$ cat src/sv/d7s_pkg.sv
// shared types, constants and the segment table for the seven-segment decoder
// no dependencies

package d7s_pkg;

  typedef logic [6:0] seg_t;
  typedef logic [3:0] bcd_t;

  localparam int unsigned MAG_W = 14;
  localparam int unsigned PROD_W = 30;

  localparam logic [MAG_W-1:0] MAX_SHOWN = 14'd9999;

  // reciprocal constants, exact for every magnitude below 2**14
  localparam logic [15:0] DIV10_MUL = 16'd52429;
  localparam int unsigned DIV10_SHIFT = 19;
  localparam logic [15:0] DIV100_MUL = 16'd5243;
  localparam int unsigned DIV100_SHIFT = 19;
  localparam logic [15:0] DIV1000_MUL = 16'd8389;
  localparam int unsigned DIV1000_SHIFT = 23;

  localparam seg_t SEG_BLANK = 7'd0;
  localparam seg_t SEG_E = 7'd121;
  localparam seg_t SEG_R = 7'd80;

  typedef struct packed {
    bcd_t units;
    bcd_t tens;
    bcd_t hundreds;
    bcd_t thousands;
    logic tens_blank;
    logic hundreds_blank;
    logic thousands_blank;
    logic err;
  } digits_t;

  typedef struct packed {
    seg_t units;
    seg_t tens;
    seg_t hundreds;
    seg_t thousands;
    logic err;
  } segs_t;

  function automatic seg_t seg_of(input bcd_t digit);
    seg_t pattern;
    case (digit)
      4'd0: pattern = 7'd63;
      4'd1: pattern = 7'd6;
      4'd2: pattern = 7'd91;
      4'd3: pattern = 7'd79;
      4'd4: pattern = 7'd102;
      4'd5: pattern = 7'd109;
      4'd6: pattern = 7'd125;
      4'd7: pattern = 7'd7;
      4'd8: pattern = 7'd127;
      4'd9: pattern = 7'd103;
      default: pattern = SEG_BLANK;
    endcase
    return pattern;
  endfunction

endpackage

$ cat src/sv/decimal_to_seven_segment.sv
// top level of the four-digit seven-segment decoder
// depends on d7s_pkg, d7s_digit_split and d7s_seg_encode

// A request is taken on any cycle with start high and busy low; busy is high
// only while rst is held, so one value can be taken every clock. Each value
// gives one result: done pulses for a single cycle with the four segment
// patterns and out_of_range on the result ports. The value passes through
// the input register and then the result register, with the digit split and
// the segment lookup between them. The receiver cannot stall the block, so the
// result must be captured in the cycle that done is high.

module decimal_to_seven_segment
  import d7s_pkg::*;
(
  input  logic              clk,
  input  logic              rst,
  input  logic              start,
  input  logic signed [15:0] value,
  output logic              busy,
  output logic              done,
  output logic [6:0]        units_segments,
  output logic [6:0]        tens_segments,
  output logic [6:0]        hundreds_segments,
  output logic [6:0]        thousands_segments,
  output logic              out_of_range
);

  logic               in_valid;
  logic signed [15:0] value_reg;
  digits_t            digits;
  segs_t              segs;
  segs_t              result;

  assign busy = rst;

  always_ff @(posedge clk) begin
    if (rst) begin
      in_valid <= 1'b0;
      done     <= 1'b0;
    end else begin
      in_valid <= start;
      done     <= in_valid;
    end
  end

  always_ff @(posedge clk) begin
    if (start) begin
      value_reg <= value;
    end
    if (in_valid) begin
      result <= segs;
    end
  end

  d7s_digit_split u_split (
    .value  (value_reg),
    .digits (digits)
  );

  d7s_seg_encode u_encode (
    .digits (digits),
    .segs   (segs)
  );

  assign units_segments     = result.units;
  assign tens_segments      = result.tens;
  assign hundreds_segments  = result.hundreds;
  assign thousands_segments = result.thousands;
  assign out_of_range       = result.err;

endmodule

$ cat src/sv/d7s_digit_split.sv
// splits a registered value into four decimal digits with blanking flags and an error flag
// depends on d7s_pkg

module d7s_digit_split
  import d7s_pkg::*;
(
  input  logic signed [15:0] value,
  output digits_t            digits
);

  logic [MAG_W-1:0]  mag;
  logic [PROD_W-1:0] p10;
  logic [PROD_W-1:0] p100;
  logic [PROD_W-1:0] p1000;
  logic [9:0]        q10;
  logic [6:0]        q100;
  logic [3:0]        q1000;
  logic [MAG_W-1:0]  rem0;
  logic [9:0]        rem1;
  logic [6:0]        rem2;

  assign mag = value[MAG_W-1:0];

  // three independent reciprocal multiplies
  assign p10   = PROD_W'(mag) * PROD_W'(DIV10_MUL);
  assign p100  = PROD_W'(mag) * PROD_W'(DIV100_MUL);
  assign p1000 = PROD_W'(mag) * PROD_W'(DIV1000_MUL);

  assign q10   = p10[DIV10_SHIFT +: 10];
  assign q100  = p100[DIV100_SHIFT +: 7];
  assign q1000 = p1000[DIV1000_SHIFT +: 4];

  // digit = quotient minus ten times the next quotient
  assign rem0 = mag - (MAG_W'({q10, 3'b000}) + MAG_W'({q10, 1'b0}));
  assign rem1 = q10 - (10'({q100, 3'b000}) + 10'({q100, 1'b0}));
  assign rem2 = q100 - (7'({q1000, 3'b000}) + 7'({q1000, 1'b0}));

  always_comb begin
    digits.units           = rem0[3:0];
    digits.tens            = rem1[3:0];
    digits.hundreds        = rem2[3:0];
    digits.thousands       = q1000;
    digits.tens_blank      = (q10 == 10'd0);
    digits.hundreds_blank  = (q100 == 7'd0);
    digits.thousands_blank = (q1000 == 4'd0);
    digits.err             = value[15] || (value[14:0] > 15'(MAX_SHOWN));
  end

endmodule

$ cat src/sv/d7s_seg_encode.sv
// maps decimal digits to segment patterns, with blanking and the error text
// depends on d7s_pkg

module d7s_seg_encode
  import d7s_pkg::*;
(
  input  digits_t digits,
  output segs_t   segs
);

  always_comb begin
    if (digits.err) begin
      segs.units     = SEG_R;
      segs.tens      = SEG_R;
      segs.hundreds  = SEG_E;
      segs.thousands = SEG_BLANK;
      segs.err       = 1'b1;
    end else begin
      segs.units     = seg_of(digits.units);
      segs.tens      = digits.tens_blank ? SEG_BLANK : seg_of(digits.tens);
      segs.hundreds  = digits.hundreds_blank ? SEG_BLANK : seg_of(digits.hundreds);
      segs.thousands = digits.thousands_blank ? SEG_BLANK : seg_of(digits.thousands);
      segs.err       = 1'b0;
    end
  end

endmodule

$ cat config.mk
export PLATFORM = sky130hd
export DESIGN_NAME = decimal_to_seven_segment
export DESIGN_NICKNAME = d
export VERILOG_FILES = /design/src/sv/d7s_pkg.sv /design/src/sv/decimal_to_seven_segment.sv /design/src/sv/d7s_digit_split.sv /design/src/sv/d7s_seg_encode.sv
export SDC_FILE = /design/constraint.sdc
export NUM_CORES = 1
export LEC_CHECK = 0
export ABC_AREA = 1
export BUFFER_PORTS_ARGS = -buffer_cell sky130_fd_sc_hd__buf_2
export CORE_MARGIN = 3
export CORE_UTILIZATION = 45
export CTS_CLUSTER_DIAMETER = 150
export DETAILED_ROUTE_END_ITERATION = 12
export PLACE_DENSITY_LB_ADDON = 0.08
export REMOVE_ABC_BUFFERS = 1
export SYNTH_ARGS = -nofsm -noshare
export SYNTH_HDL_FRONTEND = slang
export SYNTH_HIERARCHICAL = 1
export SYNTH_SLANG_ARGS = --single-unit
$ cat constraint.sdc
create_clock -name clk -period 10.4 [get_ports clk]
set_input_delay 1.56 -clock clk [delete_from_list [all_inputs] [get_ports clk]]
set_output_delay 1.56 -clock clk [all_outputs]
set_load 0.01 [all_outputs]
# Word level (Yosys, flattened, before mapping)
# Memories as Yosys holds them, arrays and structs flattened. A register that Yosys moved wholly into a read port is not among the register bits.
# Index checks and enable logic that the tools add are counted.
# op_classes
add_sub_neg	6
multipliers	3
order_cmp	1
muxes	3
reduce_logical	7
# ops
op	count
14-bit by 16-bit multiplier with 29-bit output, second input constant	1
14-bit by 14-bit multiplier with 27-bit output, second input constant	1
14-bit by 13-bit multiplier with 26-bit output, second input constant	1
15-bit by 14-bit greater-than comparator with 1-bit output, second input constant	1
7-bit 2-to-1 mux	2
4-bit adder	3
4-bit subtractor	3
10-bit zero test	1
7-bit zero test	1
2-bit OR reduction	3
4-bit zero test	1
1-bit logical OR	1
1-bit 2-to-1 mux	1
# word_totals
ff_bits	33
rom_bits	448
output_inout_bits	31
n_memories	4
# memory_table
name	depth	word_bits	rd	rd_ports_with_merged_regs	write_ports	line_no	source
(no name shown)	16	7	1	1	0	d7s_pkg.sv:47	case (digit)
(no name shown)	16	7	1	0	0	d7s_pkg.sv:47	
(no name shown)	16	7	1	0	0	d7s_pkg.sv:47	
(no name shown)	16	7	1	1	0	d7s_pkg.sv:47	

# Depth between registers and ports, before layout
# Gate-level depths: netlist of the first run.
# An unclocked memory read counts as a cell.
# logic_depth
word_depth	5
mapped_depth	35

# By module
# The synthesis of the first run kept the hierarchy.
# by_module_without_submodules
mod	instances	cells_each	area_each_um2
d7s_digit_split	1	1362	10403.7
decimal_to_seven_segment	1	52	1413.9
d7s_seg_encode	1	158	859.6

# Worst setup path after synthesis of the first run
# No wires, ideal clock.
# synth_timing
path_type	register -> register
startpoint	register value_reg[12]
endpoint	register, netlist name units_segments[0]
arrival_time_ns	5.876
t_required_ns	10.147
setup_slack_ns	4.271
stages_incl_launch_ff	33
n_path_buf	0
period_less_slack_ns	6.129
path_cell_list	edfxtp_1 > inv_2 > ha_1 > xnor2_1 > ha_1 > inv_1 > fa_1 > fa_1 > inv_1 > fa_1 > inv_1 > fa_1 > inv_1 > ha_1 > nand2_1 > inv_2 > a21oi_1 > nor2_1 > nor2_1 > nand3_1 > nand2_1 > nand2_2 > ha_1 > xnor2_1 > nand3_1 > nand2_1 > nand3_1 > nand2_1 > inv_1 > inv_1 > o21ai_0 > nor2_1 > nor2_1
# synth_lines
item	line_no	source
start: declaration	decimal_to_seven_segment.sv:29	logic signed [15:0] value_reg;
start signal: assignment	decimal_to_seven_segment.sv:48	value_reg <= value;

==> flow_summary.ini, run 1 <==
[final_layout]
largest_register_ffs = 16
fill_cells = 2798
drive_gt1_share_pct = 7.178
final_net_count = 2083
layout_common_cells = inv_1, ha_1, nand2_1
n_antenna_cell = 0
multi_input_area_um2 = 9713
syn_to_final_growth_pct = 6.959
layout_commonest_cell = inv_1
ff_latch_area_um2 = 1391

[synthesis]
netlist_instances = 1572
synth-main-ff-cell = edfxtp_1
synth_cell_types = 42
synth-xor-area-share_pct = 1.658
synth_simple_gate_area_share_pct = 17.89
muxShareOfSynthArea_pct = 0
synth_fa_ha_area_share_pct = 50.93
async_reset_ff_share_pct = 0
synth_area_um2 = 12680
synth-edff-count = 45
yosysWarnings = 6
synth-seq-area-share_pct = 10.98
ys_ff_latch = 47
synth_top_family_by_area = adder cells
synth_compound_area_share_pct = 6.139
avgSynthCellArea_um2 = 8.064

[sta]
timing.final.ws_setup_ns = 3.188
fmax_mhz = 138.7
min_period_over_period_pct = 69.35
slew_violations = 0
worst_pin_slew_ns = 0.8942
timing.setup.tns_ns = 0
finalHoldViolCount = 0
slew_headroom_pct = 40.39
setup_viol = 0
fin_crit_ns = 7.212
rsz0062_at_grt = no
fin_skew_ns = 0.02096

[global_routing]
track_usage_pct = 22.20
grt_pass1_vias = 10410
grt_pass1_wl_mm = 53.63
grt_max_degree = 18
overflow = 0
antenna_found_initial = 1

[clock_network]
cts_resized = 0
postCtsHoldBufs = 0
cts_buffer_depth = 2
root_buffer = clkbuf_16
postCtsSetupBuffers = 0
cts_tree = yes
clk_latency_ns = 0.31
clk_pin_slew_ns = 0.09
cts_made_buffers = 5
htreeDepth = 2
clock_sinks = 47

[worst_setup_path]
worstPathRequired_ns = 10.45
worstPathMaxFanout = 14
worstSetupPathType = flip-flop to flip-flop
cp_data_arrival_time_ns = 7.26
worstRegToRegCells = 24
startpoint_type = flip-flop
end_kind = flip-flop

[floorplanning]
dieArea_um2 = 30220
core.rowCount = 60
die_y_um = 173.8
placeableCoreArea_um2 = 27330
die_w_um = 173.8
ios = 50
start_util_pct = 46.39

[status]
status = completed

[run]
maxCapViolCount = 0

[routing]
drt_wl_total_mm = 32.53
num_vias = 9883
drt_iter0_markers = 385
met2_length_mm = 14.80
routed-wl-met3_um = 794
drtPass1Iterations = 5
wl_met1_mm = 15.90
wire_per_inst_um = 16.25
highest_layer = met4
vias_per_cell = 4.937
drtAntennaViolNets = 0
drc = 0

[worst_hold_path]
hold_class = flip-flop to flip-flop
hold_depth = 2

[place]
hpwl_mm = 28.77
gp_congestion = 0.8686
portBuffers = 49
place_ws_ns = 3.253
area by class of cell:
class	instances	area share [%]
clock inverters	3	0.3414
well taps	372	3.433
flip-flops and latches	47	10.26
repair buffers	54	2.085
clock buffers	5	0.9228
multi-input cells	1112	71.63
inverters	409	11.32
routing by layer:
metal	track usage, %	up-vias
li1	-	5055
met1	30.52	4632
met2	37.39	147
met3	1.664	49
met4	6.937	0
met5	0	-
synthesized netlist by cell type (4+ instances only):
| cell | number | area, um^2 |
|---|---|---|
| nand2_1 | 258 | 968.4 |
| a21o_1 | 8 | 60.06 |
| xor2_1 | 14 | 122.6 |
| nor3_1 | 17 | 85.08 |
| nor2_1 | 104 | 390.4 |
| fa_1 | 135 | 2703 |
| a21oi_1 | 68 | 340.3 |
| edfxtp_1 | 45 | 1351 |
| nand2_2 | 17 | 106.4 |
| o21ai_0 | 35 | 175.2 |
| nand3_2 | 4 | 40.04 |
| o21bai_1 | 6 | 45.04 |
| ha_1 | 300 | 3754 |
| inv_1 | 397 | 1490 |
| nand3b_1 | 5 | 37.54 |
| xnor2_1 | 10 | 87.58 |
| o21ai_1 | 7 | 35.03 |
| nor2_2 | 7 | 43.79 |
| inv_2 | 12 | 45.04 |
| nand3_1 | 63 | 315.3 |
| nand4_1 | 24 | 150.1 |
through the flow:
step / util (%) / std cells / cell area (um^2) / hold WS [ns]
2_1_floorplan: - / 1568 / 12640 / 0.5625
3_3_place_gp: 48.99 / 1994 / 13390 / 0.6693
3_5_place_dp: 48.99 / 1994 / 13390 / 0.6686
4_1_cts: 49.62 / 2002 / 13560 / 0.6864
5_1_grt: 49.62 / 2002 / 13560 / 0.7273
6_report: 49.62 / 2002 / 13560 / 0.6788
final timing paths:
kind                                    start               end  slack (ns)
worst max-delay path            value_reg[11]  tens_segments[4]        3.19
worst min-delay path            value_reg[15]      out_of_range        0.68
worst max register to register  value_reg[11]  tens_segments[4]        3.19
worst min register to register  value_reg[15]      out_of_range        0.68
worst max-delay path, stage by stage (launching register included):
cell and delay (ns):
edfxtp_1 0.94, inv_1 0.38, ha_1 0.48, xor2_1 0.17, ha_1 0.18, a21oi_1 0.20, fa_1 0.49, fa_1 0.56
inv_1 0.05, fa_1 0.49, inv_1 0.05, fa_1 0.49, inv_1 0.04, ha_1 0.20, a21oi_1 0.17, o21ai_0 0.14
a21oi_1 0.26, nand3_1 0.13, nand2_1 0.12, nand2_1 0.11, ha_1 0.32, xnor2_1 0.54, nor2_1 0.15, o21ai_0 0.19
nand2_1 0.06
cells by family (layout without fill, tap and decap cells):
family,count (synthesis),after routing
buf+inv,413,471
flops,47,47
compound gates,140,140
simple gates,513,513
fa+ha+maj,435,435
xor+xnor,24,24
Power of run 1 is not shown: default switching activity piles up to over one toggle a cycle in this logic, so the estimate is an artifact.
==> inputs of run 2 (changes only) <==
==> constraint.sdc (replaced) <==
create_clock -name clk -period 7.47 [get_ports clk]
set_input_delay 1.1205 -clock clk [delete_from_list [all_inputs] [get_ports clk]]
set_output_delay 1.1205 -clock clk [all_outputs]
set_load 0.01 [all_outputs]
==> run 2 against run 1 <==
Register-to-register slack lost 2.4 ns. Worst setup slack lost 2.4 ns. Clock skew shrank 0.0060 ns. Worst hold slack lost 0.12 ns. Final cell count grew 0.45%. Largest cell class unchanged. Design area grew 0.35%.
==> flow_summary.ini, run 2 (same netlist as run 1, synthesis figures left out) <==
[global_routing]
grt_pass1_wl_mm = 53.27
track_usage_pct = 22.18
overflow = 0
antenna_found_initial = 0
grt_max_degree = 26
grt_pass1_vias = 10270

[routing]
wire_per_inst_um = 16.27
vias_per_cell = 4.957
drc = 0
drtPass1Iterations = 6
drt_iter0_markers = 445
drtAntennaViolNets = 0
num_vias = 9969
drt_wl_total_mm = 32.72

[place]
gp_congestion = 0.9048
portBuffers = 49
hpwl_mm = 29.42

[sta]
finalHoldViolCount = 0
fmax_mhz = 149.9
timing.setup.tns_ns = 0
slew_headroom_pct = 57.82
rsz0062_at_grt = no
setup_viol = 0
worst_pin_slew_ns = 0.6283
fin_skew_ns = 0.01499
slew_violations = 0
min_period_over_period_pct = 89.31
fin_crit_ns = 6.672

[worst_setup_path]
cp_data_arrival_time_ns = 6.73
cp_slowest_cell = edfxtp_1
crit_top_cell = inv_1
worstPathMaxFanout = 11
worstSetupPathType = flip-flop to flip-flop
startpoint_type = flip-flop
end_kind = flip-flop
cp_slowest_stage_delay_ns = 0.70
worstPathRequired_ns = 7.53

[clock_network]
cts_buffer_depth = 2
root_buffer = clkbuf_16
clk_pin_slew_ns = 0.08
postCtsSetupBuffers = 0
postCtsHoldBufs = 0
clock_sinks = 47
htreeDepth = 2
cts_resized = 0
cts_tree = yes
cts_made_buffers = 5
clk_latency_ns = 0.31

[floorplanning]
start_util_pct = 46.39
ios = 50
placeableCoreArea_um2 = 27330
core.rowCount = 60
die_w_um = 173.8
dieArea_um2 = 30220
die_y_um = 173.8

[status]
status = completed

[final_layout]
largest_register_ffs = 16
layout_commonest_cell = inv_1
multi_input_area_um2 = 9713
ff_latch_area_um2 = 1391
syn_to_final_growth_pct = 7.333
layout_common_cells = inv_1, ha_1, nand2_1
fill_cells = 2790
final_net_count = 2092
drive_gt1_share_pct = 7.688
n_antenna_cell = 0

[run]
maxCapViolCount = 0

[worst_hold_path]
hold_class = flip-flop to flip-flop
==> run 2: final cells by class <==
type                            instances  area share, %
Multi-Input combinational cell       1112          71.38
Timing Repair Buffer                   63          2.575
Sequential cell                        47          10.23
Inverter                              409          11.28
Clock inverter                          3         0.1931
Tap cell                              372          3.421
Clock buffer                            5         0.9195
==> run 2: final timing paths <==
| kind | startpoint | endpoint | slack [ns] | cells past startpoint |
|---|---|---|---|---|
| hold / removal | in_valid | thousands_segments[4] | 0.56 | 0 |
| hold reg to reg | in_valid | thousands_segments[4] | 0.56 | 0 |
| setup reg to reg | value_reg[13] | units_segments[0] | 0.80 | 31 |
| setup / recovery | value_reg[13] | units_segments[0] | 0.80 | 31 |
==> run 2: layer usage <==
layer | track usage, % | routed length (um) | share of wire, %
met1 | 31.21 | 16050 | 49
met2 | 37.41 | 15110 | 46
met3 | 2.102 | 1034 | 3.2
met4 | 4.390 | 525 | 1.6
met5 | 0 | 0 | 0
==> run 2: stage by stage <==
step           area [um^2]  setup WS [ns]  hold slack [ns]  utilization, %  instances
2_1_floorplan        12640          1.314           0.5625               -       1568
3_3_place_gp         13460         0.8216           0.5562           49.24       2003
3_5_place_dp         13460         0.7937           0.5607           49.24       2003
4_1_cts              13610         0.7589           0.5580           49.79       2011
5_1_grt              13610         0.2333           0.5755           49.79       2011
6_report             13610         0.7982           0.5593           49.79       2011
==> run 2: critical path: cells and delay by family, from the launching register on <==
kind	cells	cell delay, ns
simple gates	12	1.12
compound gates	2	0.31
xor+xnor	2	0.55
fa+ha+maj	8	3.17
flops	1	0.70
buf+inv	7	0.52
Power of run 2 is left out for the same reason.
